[src/wesc_pkg.sv]
`default_nettype none

package wesc_pkg;

    // Event kinds carried in the input tuser field.
    localparam logic [1:0] OP_TICK  = 2'd0;
    localparam logic [1:0] OP_LEFT  = 2'd1;
    localparam logic [1:0] OP_RIGHT = 2'd2;

    // Configuration register indexes.
    localparam logic [1:0] REG_HOLE_PITCH  = 2'd0;
    localparam logic [1:0] REG_SPEED_CONST = 2'd1;
    localparam logic [1:0] REG_PER_CAPTURE = 2'd2;

    localparam int PITCH_W    = 16;
    localparam int SPEED_W    = 24;
    localparam int PPC_W      = 7;
    localparam int CFG_ADDR_W = 2;
    localparam int CFG_DATA_W = 24;
    localparam int RESIDUE_W  = 6;

    localparam logic [PITCH_W-1:0] PITCH_RESET       = 16'd10350;
    localparam logic [SPEED_W-1:0] SPEED_CONST_RESET = 24'd1035288;
    localparam logic [PPC_W-1:0]   PPC_RESET         = 7'd5;
    localparam logic [PPC_W-1:0]   MAX_INTERVAL      = 7'd64;
    localparam logic [SPEED_W-1:0] SPEED_MAX         = 24'hFF_FFFF;

    localparam int OUT_COUNT_W = 32;
    localparam int OUT_DIST_W  = 46;
    localparam int IN_TDATA_W  = 8;
    localparam int IN_TUSER_W  = 2;
    localparam int OUT_FIELD_W = 2 * OUT_COUNT_W + 2 * OUT_DIST_W + 2 * SPEED_W;
    localparam int OUT_TDATA_W = ((OUT_FIELD_W + 7) / 8) * 8;
    localparam int OUT_TUSER_W = 2;

    typedef struct packed {
        logic tick;
        logic pulse;
        logic up;
    } wheel_evt_t;

    typedef struct packed {
        logic busy;
        logic done;
    } div_status_t;

endpackage

`default_nettype wire

[src/wesc_divider.sv]
`default_nettype none

module wesc_divider #(
    parameter int DIVIDEND_W = 24,
    parameter int DIVISOR_W  = 16
) (
    input  wire logic                  aclk,
    input  wire logic                  aresetn,
    input  wire logic                  start,
    input  wire logic [DIVIDEND_W-1:0] dividend,
    input  wire logic [DIVISOR_W-1:0]  divisor,
    output wesc_pkg::div_status_t      status,
    output logic      [DIVIDEND_W-1:0] quotient
);
    import wesc_pkg::*;

    localparam int CNT_W = $clog2(DIVIDEND_W + 1);
    localparam logic [CNT_W-1:0] LAST_STEP = CNT_W'(DIVIDEND_W - 1);

    logic [DIVISOR_W-1:0]  rem_reg;
    logic [DIVIDEND_W-1:0] quo_reg;
    logic [DIVISOR_W-1:0]  den_reg;
    logic [CNT_W-1:0]      cnt_reg;
    logic                  busy_reg;
    logic                  done_reg;

    logic [DIVISOR_W:0] shifted;
    logic [DIVISOR_W:0] diff;
    logic               fits;

    // One restoring step: bring down the next dividend bit and try the subtract.
    always_comb begin
        shifted = {rem_reg, quo_reg[DIVIDEND_W-1]};
        diff    = shifted - {1'b0, den_reg};
        fits    = shifted >= {1'b0, den_reg};
    end

    always_ff @(posedge aclk) begin
        if (!aresetn) begin
            busy_reg <= 1'b0;
            done_reg <= 1'b0;
            cnt_reg  <= '0;
        end else begin
            done_reg <= 1'b0;
            if (start) begin
                rem_reg  <= '0;
                quo_reg  <= dividend;
                den_reg  <= divisor;
                cnt_reg  <= '0;
                busy_reg <= 1'b1;
            end else if (busy_reg) begin
                rem_reg <= fits ? diff[DIVISOR_W-1:0] : shifted[DIVISOR_W-1:0];
                quo_reg <= {quo_reg[DIVIDEND_W-2:0], fits};
                cnt_reg <= cnt_reg + 1'b1;
                if (cnt_reg == LAST_STEP) begin
                    busy_reg <= 1'b0;
                    done_reg <= 1'b1;
                end
            end
        end
    end

    assign status.busy = busy_reg;
    assign status.done = done_reg;
    assign quotient    = quo_reg;

endmodule

`default_nettype wire

[src/wesc_wheel.sv]
`default_nettype none

module wesc_wheel #(
    parameter int COUNT_WIDTH = 32,
    parameter int TIMER_WIDTH = 16
) (
    input  wire logic                   aclk,
    input  wire logic                   aresetn,
    input  wire wesc_pkg::wheel_evt_t   evt,
    input  wire logic [6:0]             interval,
    output logic [COUNT_WIDTH-1:0]      pulses,
    output logic [TIMER_WIDTH-1:0]      period,
    output logic                        speed_valid
);
    import wesc_pkg::*;

    localparam logic [TIMER_WIDTH-1:0] TIMER_MAX = '1;

    logic [COUNT_WIDTH-1:0] pulses_reg;
    logic [RESIDUE_W-1:0]   residue_reg;
    logic [TIMER_WIDTH-1:0] timer_reg;
    logic [TIMER_WIDTH-1:0] period_reg;
    logic                   valid_reg;

    logic [PPC_W-1:0]     res_ext;
    logic [PPC_W-1:0]     res_inc;
    logic [PPC_W-1:0]     res_dec;
    logic [RESIDUE_W-1:0] residue_next;

    always_comb begin
        res_ext = {1'b0, residue_reg};
        res_inc = res_ext + 1'b1;
        res_dec = res_ext - 1'b1;
        if (evt.up) begin
            residue_next = (res_inc >= interval) ? '0 : res_inc[RESIDUE_W-1:0];
        end else if (residue_reg == '0 || res_dec >= interval) begin
            // Wrap downwards, also when a lowered interval left the residue too high.
            residue_next = RESIDUE_W'(interval - 1'b1);
        end else begin
            residue_next = res_dec[RESIDUE_W-1:0];
        end
    end

    always_ff @(posedge aclk) begin
        if (!aresetn) begin
            pulses_reg  <= '0;
            residue_reg <= '0;
            timer_reg   <= '0;
            period_reg  <= '0;
            valid_reg   <= 1'b0;
        end else if (evt.tick) begin
            if (timer_reg != TIMER_MAX) begin
                timer_reg <= timer_reg + 1'b1;
            end
        end else if (evt.pulse) begin
            pulses_reg  <= evt.up ? pulses_reg + 1'b1 : pulses_reg - 1'b1;
            residue_reg <= residue_next;
            if (residue_next == '0) begin
                period_reg <= timer_reg;
                timer_reg  <= '0;
                valid_reg  <= 1'b1;
            end
        end
    end

    assign pulses      = pulses_reg;
    assign period      = period_reg;
    assign speed_valid = valid_reg;

endmodule

`default_nettype wire

[src/wheel_encoder_speed_capture.sv]
`default_nettype none

// Two-wheel encoder capture. Each input beat is one event (timer tick, left
// pulse or right pulse, selected by s_axis_tuser) and yields exactly one output
// beat with both signed pulse counts, both distances in micrometres (saturated
// to 46 bits) and both speeds in mm/s with their valid flags. The block takes
// one event at a time: a new event is accepted only once the previous beat has
// been loaded into the output register. The single 24-step shift-subtract
// divider is used once for each wheel with a captured nonzero period, after one
// shared multiplier has formed both distances. A stalled output holds the block
// in S_OUT until the output register is free. A finished beat waits in the
// output register while the next event is accepted.
// Configuration writes must only be made while the block is idle.
module wheel_encoder_speed_capture #(
    parameter int COUNT_WIDTH = 32,
    parameter int TIMER_WIDTH = 16
) (
    input  wire logic                                aclk,
    input  wire logic                                aresetn,
    // Input beat.
    input  wire logic                                s_axis_tvalid,
    output logic                                     s_axis_tready,
    // tdata: forward [0], zero padding [7:1].
    input  wire logic [wesc_pkg::IN_TDATA_W-1:0]     s_axis_tdata,
    // tuser: opcode [1:0].
    input  wire logic [wesc_pkg::IN_TUSER_W-1:0]     s_axis_tuser,
    // Result beat.
    output logic                                     m_axis_tvalid,
    input  wire logic                                m_axis_tready,
    // tdata: left_count [31:0], right_count [63:32], left_distance_um [109:64],
    // right_distance_um [155:110], left_speed_mm_s [179:156],
    // right_speed_mm_s [203:180], zero padding [207:204].
    output logic [wesc_pkg::OUT_TDATA_W-1:0]         m_axis_tdata,
    // tuser: left_speed_valid [0], right_speed_valid [1].
    output logic [wesc_pkg::OUT_TUSER_W-1:0]         m_axis_tuser,
    // Configuration writes.
    input  wire logic                                cfg_we,
    input  wire logic [wesc_pkg::CFG_ADDR_W-1:0]     cfg_addr,
    input  wire logic [wesc_pkg::CFG_DATA_W-1:0]     cfg_wdata
);
    import wesc_pkg::*;

    localparam int PROD_W = COUNT_WIDTH + PITCH_W + 1;
    localparam int SAT_W  = (PROD_W > OUT_DIST_W) ? PROD_W : OUT_DIST_W;
    localparam int PAD_W  = OUT_TDATA_W - OUT_FIELD_W;

    localparam logic signed [SAT_W-1:0] DIST_MAX =
        {{(SAT_W - OUT_DIST_W + 1){1'b0}}, {(OUT_DIST_W - 1){1'b1}}};
    localparam logic signed [SAT_W-1:0] DIST_MIN =
        {{(SAT_W - OUT_DIST_W + 1){1'b1}}, {(OUT_DIST_W - 1){1'b0}}};

    typedef enum logic [3:0] {
        S_IDLE,
        S_MUL_L,
        S_MUL_R,
        S_SAT_R,
        S_START_L,
        S_WAIT_L,
        S_START_R,
        S_WAIT_R,
        S_OUT
    } state_t;

    state_t state_reg;

    logic [PITCH_W-1:0] pitch_reg;
    logic [SPEED_W-1:0] speed_const_reg;
    logic [PPC_W-1:0]   ppc_reg;
    logic [PPC_W-1:0]   interval;

    logic       in_accept;
    wheel_evt_t evt_l;
    wheel_evt_t evt_r;

    logic [COUNT_WIDTH-1:0] pulses_l;
    logic [COUNT_WIDTH-1:0] pulses_r;
    logic [TIMER_WIDTH-1:0] period_l;
    logic [TIMER_WIDTH-1:0] period_r;
    logic                   valid_l;
    logic                   valid_r;

    logic signed [COUNT_WIDTH-1:0] count_sel;
    logic signed [PROD_W-1:0]      prod;
    logic signed [PROD_W-1:0]      prod_reg;
    logic signed [SAT_W-1:0]       prod_ext;
    logic        [OUT_DIST_W-1:0]  dist_sat;
    logic        [OUT_DIST_W-1:0]  dist_l_reg;
    logic        [OUT_DIST_W-1:0]  dist_r_reg;
    logic        [SPEED_W-1:0]     speed_l_reg;
    logic        [SPEED_W-1:0]     speed_r_reg;

    logic                   div_start;
    logic [TIMER_WIDTH-1:0] div_divisor;
    logic [SPEED_W-1:0]     quotient;
    div_status_t            div_status;

    logic [OUT_TDATA_W-1:0] m_tdata_reg;
    logic [OUT_TUSER_W-1:0] m_tuser_reg;
    logic                   m_tvalid_reg;
    logic                   out_free;

    // Configuration registers.
    always_ff @(posedge aclk) begin
        if (!aresetn) begin
            pitch_reg       <= PITCH_RESET;
            speed_const_reg <= SPEED_CONST_RESET;
            ppc_reg         <= PPC_RESET;
        end else if (cfg_we) begin
            unique case (cfg_addr)
                REG_HOLE_PITCH:  pitch_reg       <= cfg_wdata[PITCH_W-1:0];
                REG_SPEED_CONST: speed_const_reg <= cfg_wdata[SPEED_W-1:0];
                REG_PER_CAPTURE: ppc_reg         <= cfg_wdata[PPC_W-1:0];
                default: ;
            endcase
        end
    end

    always_comb begin
        if (ppc_reg == '0) begin
            interval = PPC_W'(1);
        end else if (ppc_reg > MAX_INTERVAL) begin
            interval = MAX_INTERVAL;
        end else begin
            interval = ppc_reg;
        end
    end

    assign s_axis_tready = (state_reg == S_IDLE);
    assign in_accept     = s_axis_tvalid && s_axis_tready;

    always_comb begin
        evt_l.tick  = in_accept && (s_axis_tuser == OP_TICK);
        evt_l.pulse = in_accept && (s_axis_tuser == OP_LEFT);
        evt_l.up    = s_axis_tdata[0];
        evt_r.tick  = evt_l.tick;
        evt_r.pulse = in_accept && (s_axis_tuser == OP_RIGHT);
        evt_r.up    = s_axis_tdata[0];
    end

    wesc_wheel #(
        .COUNT_WIDTH (COUNT_WIDTH),
        .TIMER_WIDTH (TIMER_WIDTH)
    ) u_wheel_l (
        .aclk        (aclk),
        .aresetn     (aresetn),
        .evt         (evt_l),
        .interval    (interval),
        .pulses      (pulses_l),
        .period      (period_l),
        .speed_valid (valid_l)
    );

    wesc_wheel #(
        .COUNT_WIDTH (COUNT_WIDTH),
        .TIMER_WIDTH (TIMER_WIDTH)
    ) u_wheel_r (
        .aclk        (aclk),
        .aresetn     (aresetn),
        .evt         (evt_r),
        .interval    (interval),
        .pulses      (pulses_r),
        .period      (period_r),
        .speed_valid (valid_r)
    );

    // One multiplier serves both wheels; its product is registered in prod_reg and saturated from that register.
    always_comb begin
        count_sel = (state_reg == S_MUL_L) ? $signed(pulses_l) : $signed(pulses_r);
        prod      = PROD_W'(count_sel) * PROD_W'($signed({1'b0, pitch_reg}));
        prod_ext  = SAT_W'(prod_reg);
        if (prod_ext > DIST_MAX) begin
            dist_sat = DIST_MAX[OUT_DIST_W-1:0];
        end else if (prod_ext < DIST_MIN) begin
            dist_sat = DIST_MIN[OUT_DIST_W-1:0];
        end else begin
            dist_sat = prod_ext[OUT_DIST_W-1:0];
        end
    end

    always_comb begin
        div_start   = 1'b0;
        div_divisor = period_r;
        if (state_reg == S_START_L) begin
            div_start   = valid_l && (period_l != '0);
            div_divisor = period_l;
        end else if (state_reg == S_START_R) begin
            div_start   = valid_r && (period_r != '0);
        end
    end

    wesc_divider #(
        .DIVIDEND_W (SPEED_W),
        .DIVISOR_W  (TIMER_WIDTH)
    ) u_divider (
        .aclk     (aclk),
        .aresetn  (aresetn),
        .start    (div_start),
        .dividend (speed_const_reg),
        .divisor  (div_divisor),
        .status   (div_status),
        .quotient (quotient)
    );

    assign out_free = !m_tvalid_reg || m_axis_tready;

    always_ff @(posedge aclk) begin
        if (!aresetn) begin
            state_reg    <= S_IDLE;
            m_tvalid_reg <= 1'b0;
        end else begin
            // In S_OUT a free output register is reloaded below instead.
            if (m_axis_tready && state_reg != S_OUT) begin
                m_tvalid_reg <= 1'b0;
            end
            unique case (state_reg)
                S_IDLE: begin
                    if (in_accept) begin
                        state_reg <= S_MUL_L;
                    end
                end
                S_MUL_L: begin
                    prod_reg  <= prod;
                    state_reg <= S_MUL_R;
                end
                S_MUL_R: begin
                    prod_reg   <= prod;
                    dist_l_reg <= dist_sat;
                    state_reg  <= S_SAT_R;
                end
                S_SAT_R: begin
                    dist_r_reg <= dist_sat;
                    state_reg  <= S_START_L;
                end
                S_START_L: begin
                    if (div_start) begin
                        state_reg <= S_WAIT_L;
                    end else begin
                        // A captured period of zero reads as full-scale speed.
                        speed_l_reg <= valid_l ? SPEED_MAX : '0;
                        state_reg   <= S_START_R;
                    end
                end
                S_WAIT_L: begin
                    if (div_status.done) begin
                        speed_l_reg <= quotient;
                        state_reg   <= S_START_R;
                    end
                end
                S_START_R: begin
                    if (div_start) begin
                        state_reg <= S_WAIT_R;
                    end else begin
                        speed_r_reg <= valid_r ? SPEED_MAX : '0;
                        state_reg   <= S_OUT;
                    end
                end
                S_WAIT_R: begin
                    if (div_status.done) begin
                        speed_r_reg <= quotient;
                        state_reg   <= S_OUT;
                    end
                end
                S_OUT: begin
                    if (out_free) begin
                        m_tdata_reg <= {{PAD_W{1'b0}}, speed_r_reg, speed_l_reg,
                                        dist_r_reg, dist_l_reg,
                                        OUT_COUNT_W'($signed(pulses_r)),
                                        OUT_COUNT_W'($signed(pulses_l))};
                        m_tuser_reg  <= {valid_r, valid_l};
                        m_tvalid_reg <= 1'b1;
                        state_reg    <= S_IDLE;
                    end
                end
                default: state_reg <= S_IDLE;
            endcase
        end
    end

    assign m_axis_tvalid = m_tvalid_reg;
    assign m_axis_tdata  = m_tdata_reg;
    assign m_axis_tuser  = m_tuser_reg;

    // The divider only runs while the block holds an item.
    a_div_idle: assert property (@(posedge aclk) disable iff (!aresetn)
        s_axis_tready |-> !div_status.busy)
        else $error("divider busy while accepting events");

    // An accepted event always takes the block out of idle, so s_axis_tready drops after the accept.
    a_one_item: assert property (@(posedge aclk) disable iff (!aresetn)
        (s_axis_tvalid && s_axis_tready) |=> !s_axis_tready)
        else $error("second event accepted straight after the first");

    // A quotient is only ever delivered to a state that waits for it.
    a_done_waited: assert property (@(posedge aclk) disable iff (!aresetn)
        div_status.done |-> (state_reg == S_WAIT_L || state_reg == S_WAIT_R))
        else $error("divider finished with nobody waiting");

    // The left wheel without a captured period reports zero speed.
    a_speed_zero: assert property (@(posedge aclk) disable iff (!aresetn)
        (m_axis_tvalid && !m_axis_tuser[0]) |-> (m_axis_tdata[179:156] == '0))
        else $error("left speed reported before any capture");

endmodule

`default_nettype wire
[config.mk]
export PLATFORM = sky130hd
export DESIGN_NAME = wheel_encoder_speed_capture
export DESIGN_NICKNAME = d
export VERILOG_FILES = /design/src/wesc_pkg.sv /design/src/wesc_divider.sv /design/src/wesc_wheel.sv /design/src/wheel_encoder_speed_capture.sv
export SDC_FILE = /design/constraint.sdc
export NUM_CORES = 2
export LEC_CHECK = 0
export ABC_AREA = 1
export BUFFER_PORTS_ARGS = -buffer_cell sky130_fd_sc_hd__buf_2
export CAP_MARGIN = 15
export CORE_UTILIZATION = 29
export CTS_BUF_LIST = sky130_fd_sc_hd__clkbuf_4 sky130_fd_sc_hd__clkbuf_8
export CTS_CLUSTER_SIZE = 14
export DETAILED_ROUTE_END_ITERATION = 8
export PLACE_DENSITY = 0.46
export SLEW_MARGIN = 20
export SYNTH_ARGS = -nofsm -noshare
export SYNTH_HDL_FRONTEND = slang
export SYNTH_SLANG_ARGS = --single-unit
[constraint.sdc]
create_clock -name aclk -period 57.7 [get_ports aclk]
set_clock_uncertainty 0.1 [all_clocks]
set_input_delay 8.655 -clock aclk [delete_from_list [all_inputs] [get_ports aclk]]
set_output_delay 8.655 -clock aclk [all_outputs]
set_load 0.05 [all_outputs]
Word-level counts from Yosys, hierarchy flattened
Index checks and enable logic that the tools add are counted.
- output and inout bits: 212
- flip-flop bits (word level): 652
- logic and storage cells: 175
- bitwise gates (word level): 3
- add/sub/neg operators: 13
- multipliers: 1
- reductions and logical operators: 49
- order comparisons: 8
- equality and inequality tests: 24
- mux-type cells: 49
- operators by type and width (operator ; count):
    $mux 16 ; 11
    $mux 24 ; 7
    $mux 32 ; 3
    $pmux 24 s2 ; 2
    $mux 46 ; 2
    $add 32x1->32 const B ; 2
    $sub 32x1->32 const B ; 2
    $gt 49x46->1 const B ; 1
    $lt 49x46->1 const B ; 1
    $mul 32x17->49 ; 1
    $mux 6 ; 6
    $pmux 4 s9 ; 1
    $add 16x1->16 const B ; 2
    $ne 16x16->1 const B ; 2
    $reduce_bool 16->1 ; 2
    $ge 7x7->1 ; 4
    $logic_not 6->1 ; 4
    $mux 4 ; 5
    $reduce_and 2->1 ; 10
    $ge 17x16->1 ; 1
    $eq 4x3->1 const B ; 4
    $sub 16x16->16 ; 1
    $reduce_and 3->1 ; 5
    $add 6x1->7 const B ; 2
    27 further kinds ; 66

Longest topological paths before layout
- depth after elaboration: 11
- mapped depth: 33
- gate-level depth less buffers: 32

Modules after synthesis
Synthesis repeated with hierarchy kept, for this count alone.
- cells, all modules: 5806
- area, all modules: 49642.6 um^2
- by module, submodules not included (module ; instances ; area an instance (um^2) ; seq. area each (um^2) ; cells each):
    wheel_encoder_speed_capture ; 1 ; 34682.0 ; 12902.4 ; 3607
    wesc_wheel ; 2 ; 5561.6 ; 1421.4 ; 862
    wesc_divider ; 1 ; 3837.4 ; 1821.7 ; 475

Least setup slack after synthesis
Ideal clock, no wire load.
- path kind: input to register
- from: input aresetn
- to: register m_tdata_reg[0] (netlist: m_axis_tdata[0]), enable pin
- arrival time: 22.986 ns
- stages on the path: 4
- library setup time: 1.025 ns
- slack: 33.589 ns
- path buffers: 2
- path through: inv_1 -> clkbuf_1 -> clkbuf_1 -> nor3_1
- cells in the longest elaborated chain, start to end: 1
- RTL lines (item ; line ; text):
    start, declared ; wheel_encoder_speed_capture.sv:19 ; input wire logic aresetn,
    $reduce_and 3->1 (no source line) ; -- ;
    end signal, assigned ; wheel_encoder_speed_capture.sv:265 ; m_tdata_reg <= {{PAD_W{1'b0}}, speed_r_reg, speed_l_reg,
    end, declared ; wheel_encoder_speed_capture.sv:97 ; logic [OUT_TDATA_W-1:0] m_tdata_reg;
No other way between the ends.
A chain may end at the register's enable or synchronous reset.

Worst setup path after layout
- from: input s_axis_tdata[0] (netlist bit)
- to: register u_wheel_l.pulses_reg[18] (netlist: u_wheel_l.pulses[18])
- cells in the longest elaborated chain, start to end: 1
- RTL lines (item ; line ; text):
    start, declared ; wheel_encoder_speed_capture.sv:24 ; input wire logic [wesc_pkg::IN_TDATA_W-1:0] s_axis_tdata,
    $mux 32 ; wesc_wheel.sv:56 ; pulses_reg <= evt.up ? pulses_reg + 1'b1 : pulses_reg - 1'b1;
    end signal, assigned ; wesc_wheel.sv:56 ;
    end, declared ; wesc_wheel.sv:19 ; logic [COUNT_WIDTH-1:0] pulses_reg;
No other way between the ends.

==> flow_summary_export.csv <==
group,metric,value,unit
global_route,first_global_vias,35900,
yosys,synth_area_leaders,"sky130_fd_sc_hd__edfxtp_1 29%, sky130_fd_sc_hd__fa_1 21%, sky130_fd_sc_hd__dfxtp_1 8.6%",
timing,final_max_slew_viol_count,0,
yosys,synth.ff_latch_count,652,
setup_path,cp.required,58300,ps
floorplan,std_cell_rows,147,
detailed_routing,wl,133,mm
cells_and_area,final_common_cell,"sky130_fd_sc_hd__inv_1",
place,placement.cell_area,50700,um^2
job,drv.max_cap_violation_count,0,
clock_network,post_cts.resized_instances,0,
cells_and_area,fin_util,0.331,
setup_path,crit_fanout,42,
place,place.port_buffers,241,
clock_network,cts_sinks,652,
place,gp_routability_congestion,0.901,
timing,worst-slew-pin-transition,1090,ps
cells_and_area,fillerInstances,16800,
detailed_routing,drt_pass1_iterations,5,
global_route,grt.total_usage,0.166,
setup_path,setup.reg_to_reg.worst_slack,48830,ps
floorplan,dieHeight,404,um
detailed_routing,antenna_violating_nets_post_route,0,
yosys,avgSynthCellArea,9.18,um^2
clock_network,tritoncts.num_buffers,111,
setup_path,r2r_end,"prod_ext[41]",
clock_network,clk_root_buffer_cell,"sky130_fd_sc_hd__clkbuf_8",
cells_and_area,final_area,53100,um^2
clock_network,tritoncts_clock_tree,"built",
timing,timing.final.setup_violations,0,
global_route,grt.overflow.total,0,
detailed_routing,wl_per_cell,17.5,um
setup_path,worst_setup_path_start_kind,"input port",
clock_network,clk_path_buf_depth,3,
setup_path,rr_worst_depth,26,
yosys,synth.yosys.seq_area_share,0.374,
yosys,yosysWarnings,0,
clock_network,clock_insertion_delay_worst_skew,840,ps
yosys,syn-instance-count,5113,
cells_and_area,largest_register_ffs,204,
timing,setup_tns,0,ps
global_route,grt_start_max_net_pins,80,
worst_hold_path,min-delay-start,"speed_l_reg[14]",
yosys,mappedNetlistArea,47000,um^2
timing,max_freq,85.6,MHz
detailed_routing,drt-initial-drc-count,1963,
worst_hold_path,timing.hold.worst.class,"flip-flop to flip-flop",
timing,final.period_utilization,0.203,
cells_and_area,drive_gt1_frac,0.104,
clock_network,clk_transition_reported_paths,60,ps
detailed_routing,route.detailed.vias_per_inst,4.57,
yosys,synth_edf_count,451,
yosys,synthDominantAreaCellType,"sky130_fd_sc_hd__edfxtp_1",
global_route,antenna_found_initial,8,
global_route,grt_pass1_wl,209,mm
floorplan,area_of_the_die,164000,um^2
place,dp_hpwl,102,mm
run_status,run_status,"finished, final reports clean",
clock_network,post_cts_hold_buffer_count,0,
floorplan,io_pins,253,
timing,rsz0062_at_grt,"false",
floorplan,core_region_area,161000,um^2
setup_path,critical_path_arrival,12290,ps
clock_network,number_of_h_tree_branching_levels,3,
cells_and_area,layout-area-overhead-vs-synth,13.1,%
cells_and_area,nNetsFinal,6118,
worst_hold_path,hold_end,"m_axis_tdata[170]",
floorplan,die_width,404,um
timing,report.final.hold_viol_count,0,
floorplan,initial_standard_cell_utilization_of_the_core,0.292,
timing,timing.max_slew.rel_slack,0.265,
setup_path,worst_r2r_startpoint,"state_reg[1]",
timing,period_needed,11690,ps
yosys,synth_cell_type_count,59,
setup_path,path_class,"input port to flip-flop",
detailed_routing,drc_errors,0,
yosys,synth_ff_type,"sky130_fd_sc_hd__edfxtp_1",
yosys,ys_async_sr_fraction,0,
cells_and_area,most_frequent_cells_in_the_layout,"980 x sky130_fd_sc_hd__inv_1, 873 x sky130_fd_sc_hd__nand2_1, 507 x sky130_fd_sc_hd__nor2_1, 492 x sky130_fd_sc_hd__fa_1, 451 x sky130_fd_sc_hd__edfxtp_1",
worst_hold_path,worstHoldPathCells,0,
yosys,yosysTopAreaCellShare,0.288,
setup_path,endpoint_kind,"flip-flop",
clock_network,buffers_inserted_during_post_cts_setup_optimization,0,
detailed_routing,detailroute.via_count,34800,
==> cell families after synthesis <==
| group | after synthesis | synth area share |
|---|---|---|
| adder cells (fa/ha/maj) | 720 | 0.271 |
| flip-flops | 652 | 0.374 |
| AND/OR/NAND/NOR | 1695 | 0.149 |
| XOR/XNOR | 126 | 0.0235 |
| buffers and inverters | 1167 | 0.0946 |
| other | 1 | 0.0000799 |
| AO/OA/AOI/OAI | 752 | 0.0878 |
==> area by class of cell <==
type | instances | area (um^2) | share of cell area
repair buffers | 298 | 1640 | 0.0308
diodes | 5 | 12.5 | 0.000236
clock inverters | 50 | 489 | 0.00921
clock buffers | 156 | 1930 | 0.0364
inverters | 997 | 3740 | 0.0705
flip-flops and latches | 652 | 17600 | 0.331
well taps | 2160 | 2700 | 0.0509
multi-input cells | 3297 | 25000 | 0.471
==> metal layers <==
layer / share of wire / vias up / track usage / routed length (um)
met3: 0.057 / 136 / 0.0270 / 7540
met1: 0.46 / 17200 / 0.224 / 60900
met4: 0.023 / 6 / 0.0503 / 3090
met2: 0.46 / 760 / 0.271 / 61700
met5: 0.00029 / - / 0 / 38
li1: - / 16700 / - / -
==> synth_stat cells (all sizes together) (8+ instances only) <==
cell type,instances
a21boi,9
a21o,21
a21oi,299
a31oi,18
buf,30
clkbuf,140
clkinv,12
dfxtp,201
edfxtp,451
fa,492
ha,228
inv,985
nand2,880
nand3,156
nand3b,8
nand4,39
nor2,521
nor3,40
nor4,20
o211ai,22
o21a,9
o21ai,333
o21bai,9
or2,22
xnor2,50
xor2,76
==> metrics by stage <==
| stage | std cells | hold slack, ps | setup WS, ps |
|---|---|---|---|
| after global routing | 7612 | 316 | 45770 |
| after CTS | 7610 | 287 | 46120 |
| after floorplan | 5116 | 300 | 33590 |
| final | 7615 | 293 | 46010 |
| after detailed placement | 7404 | 305 | 45240 |
| after global placement | 7404 | 302 | 45260 |
==> worst max-delay path by stage <==
stage,from,endpoint,cells after the start
floorplan,aresetn,m_axis_tdata[0],4
global placement,s_axis_tdata[0],u_wheel_l.pulses[18],15
detailed placement,s_axis_tdata[0],u_wheel_l.pulses[18],15
CTS,aresetn,m_axis_tdata[92],6
global route,s_axis_tdata[0],u_wheel_l.pulses[18],15
finish,s_axis_tdata[0],u_wheel_l.pulses[18],15
==> worst max-delay path: stages <==
cell                       delay [ps]
sky130_fd_sc_hd__buf_2            250
sky130_fd_sc_hd__inv_2            600
sky130_fd_sc_hd__buf_4            580
sky130_fd_sc_hd__ha_1             380
sky130_fd_sc_hd__a21oi_1          290
sky130_fd_sc_hd__nor2_1            60
sky130_fd_sc_hd__o21ai_0          250
sky130_fd_sc_hd__nand3_1          160
sky130_fd_sc_hd__a21oi_1          270
sky130_fd_sc_hd__inv_1             90
sky130_fd_sc_hd__a21boi_0         300
sky130_fd_sc_hd__or2_2            170
sky130_fd_sc_hd__nand3_1           60
sky130_fd_sc_hd__o211ai_1          90
sky130_fd_sc_hd__inv_1             50
Power is not shown: default switching activity piles up to over one toggle a cycle in this logic, so the estimate is an artifact.
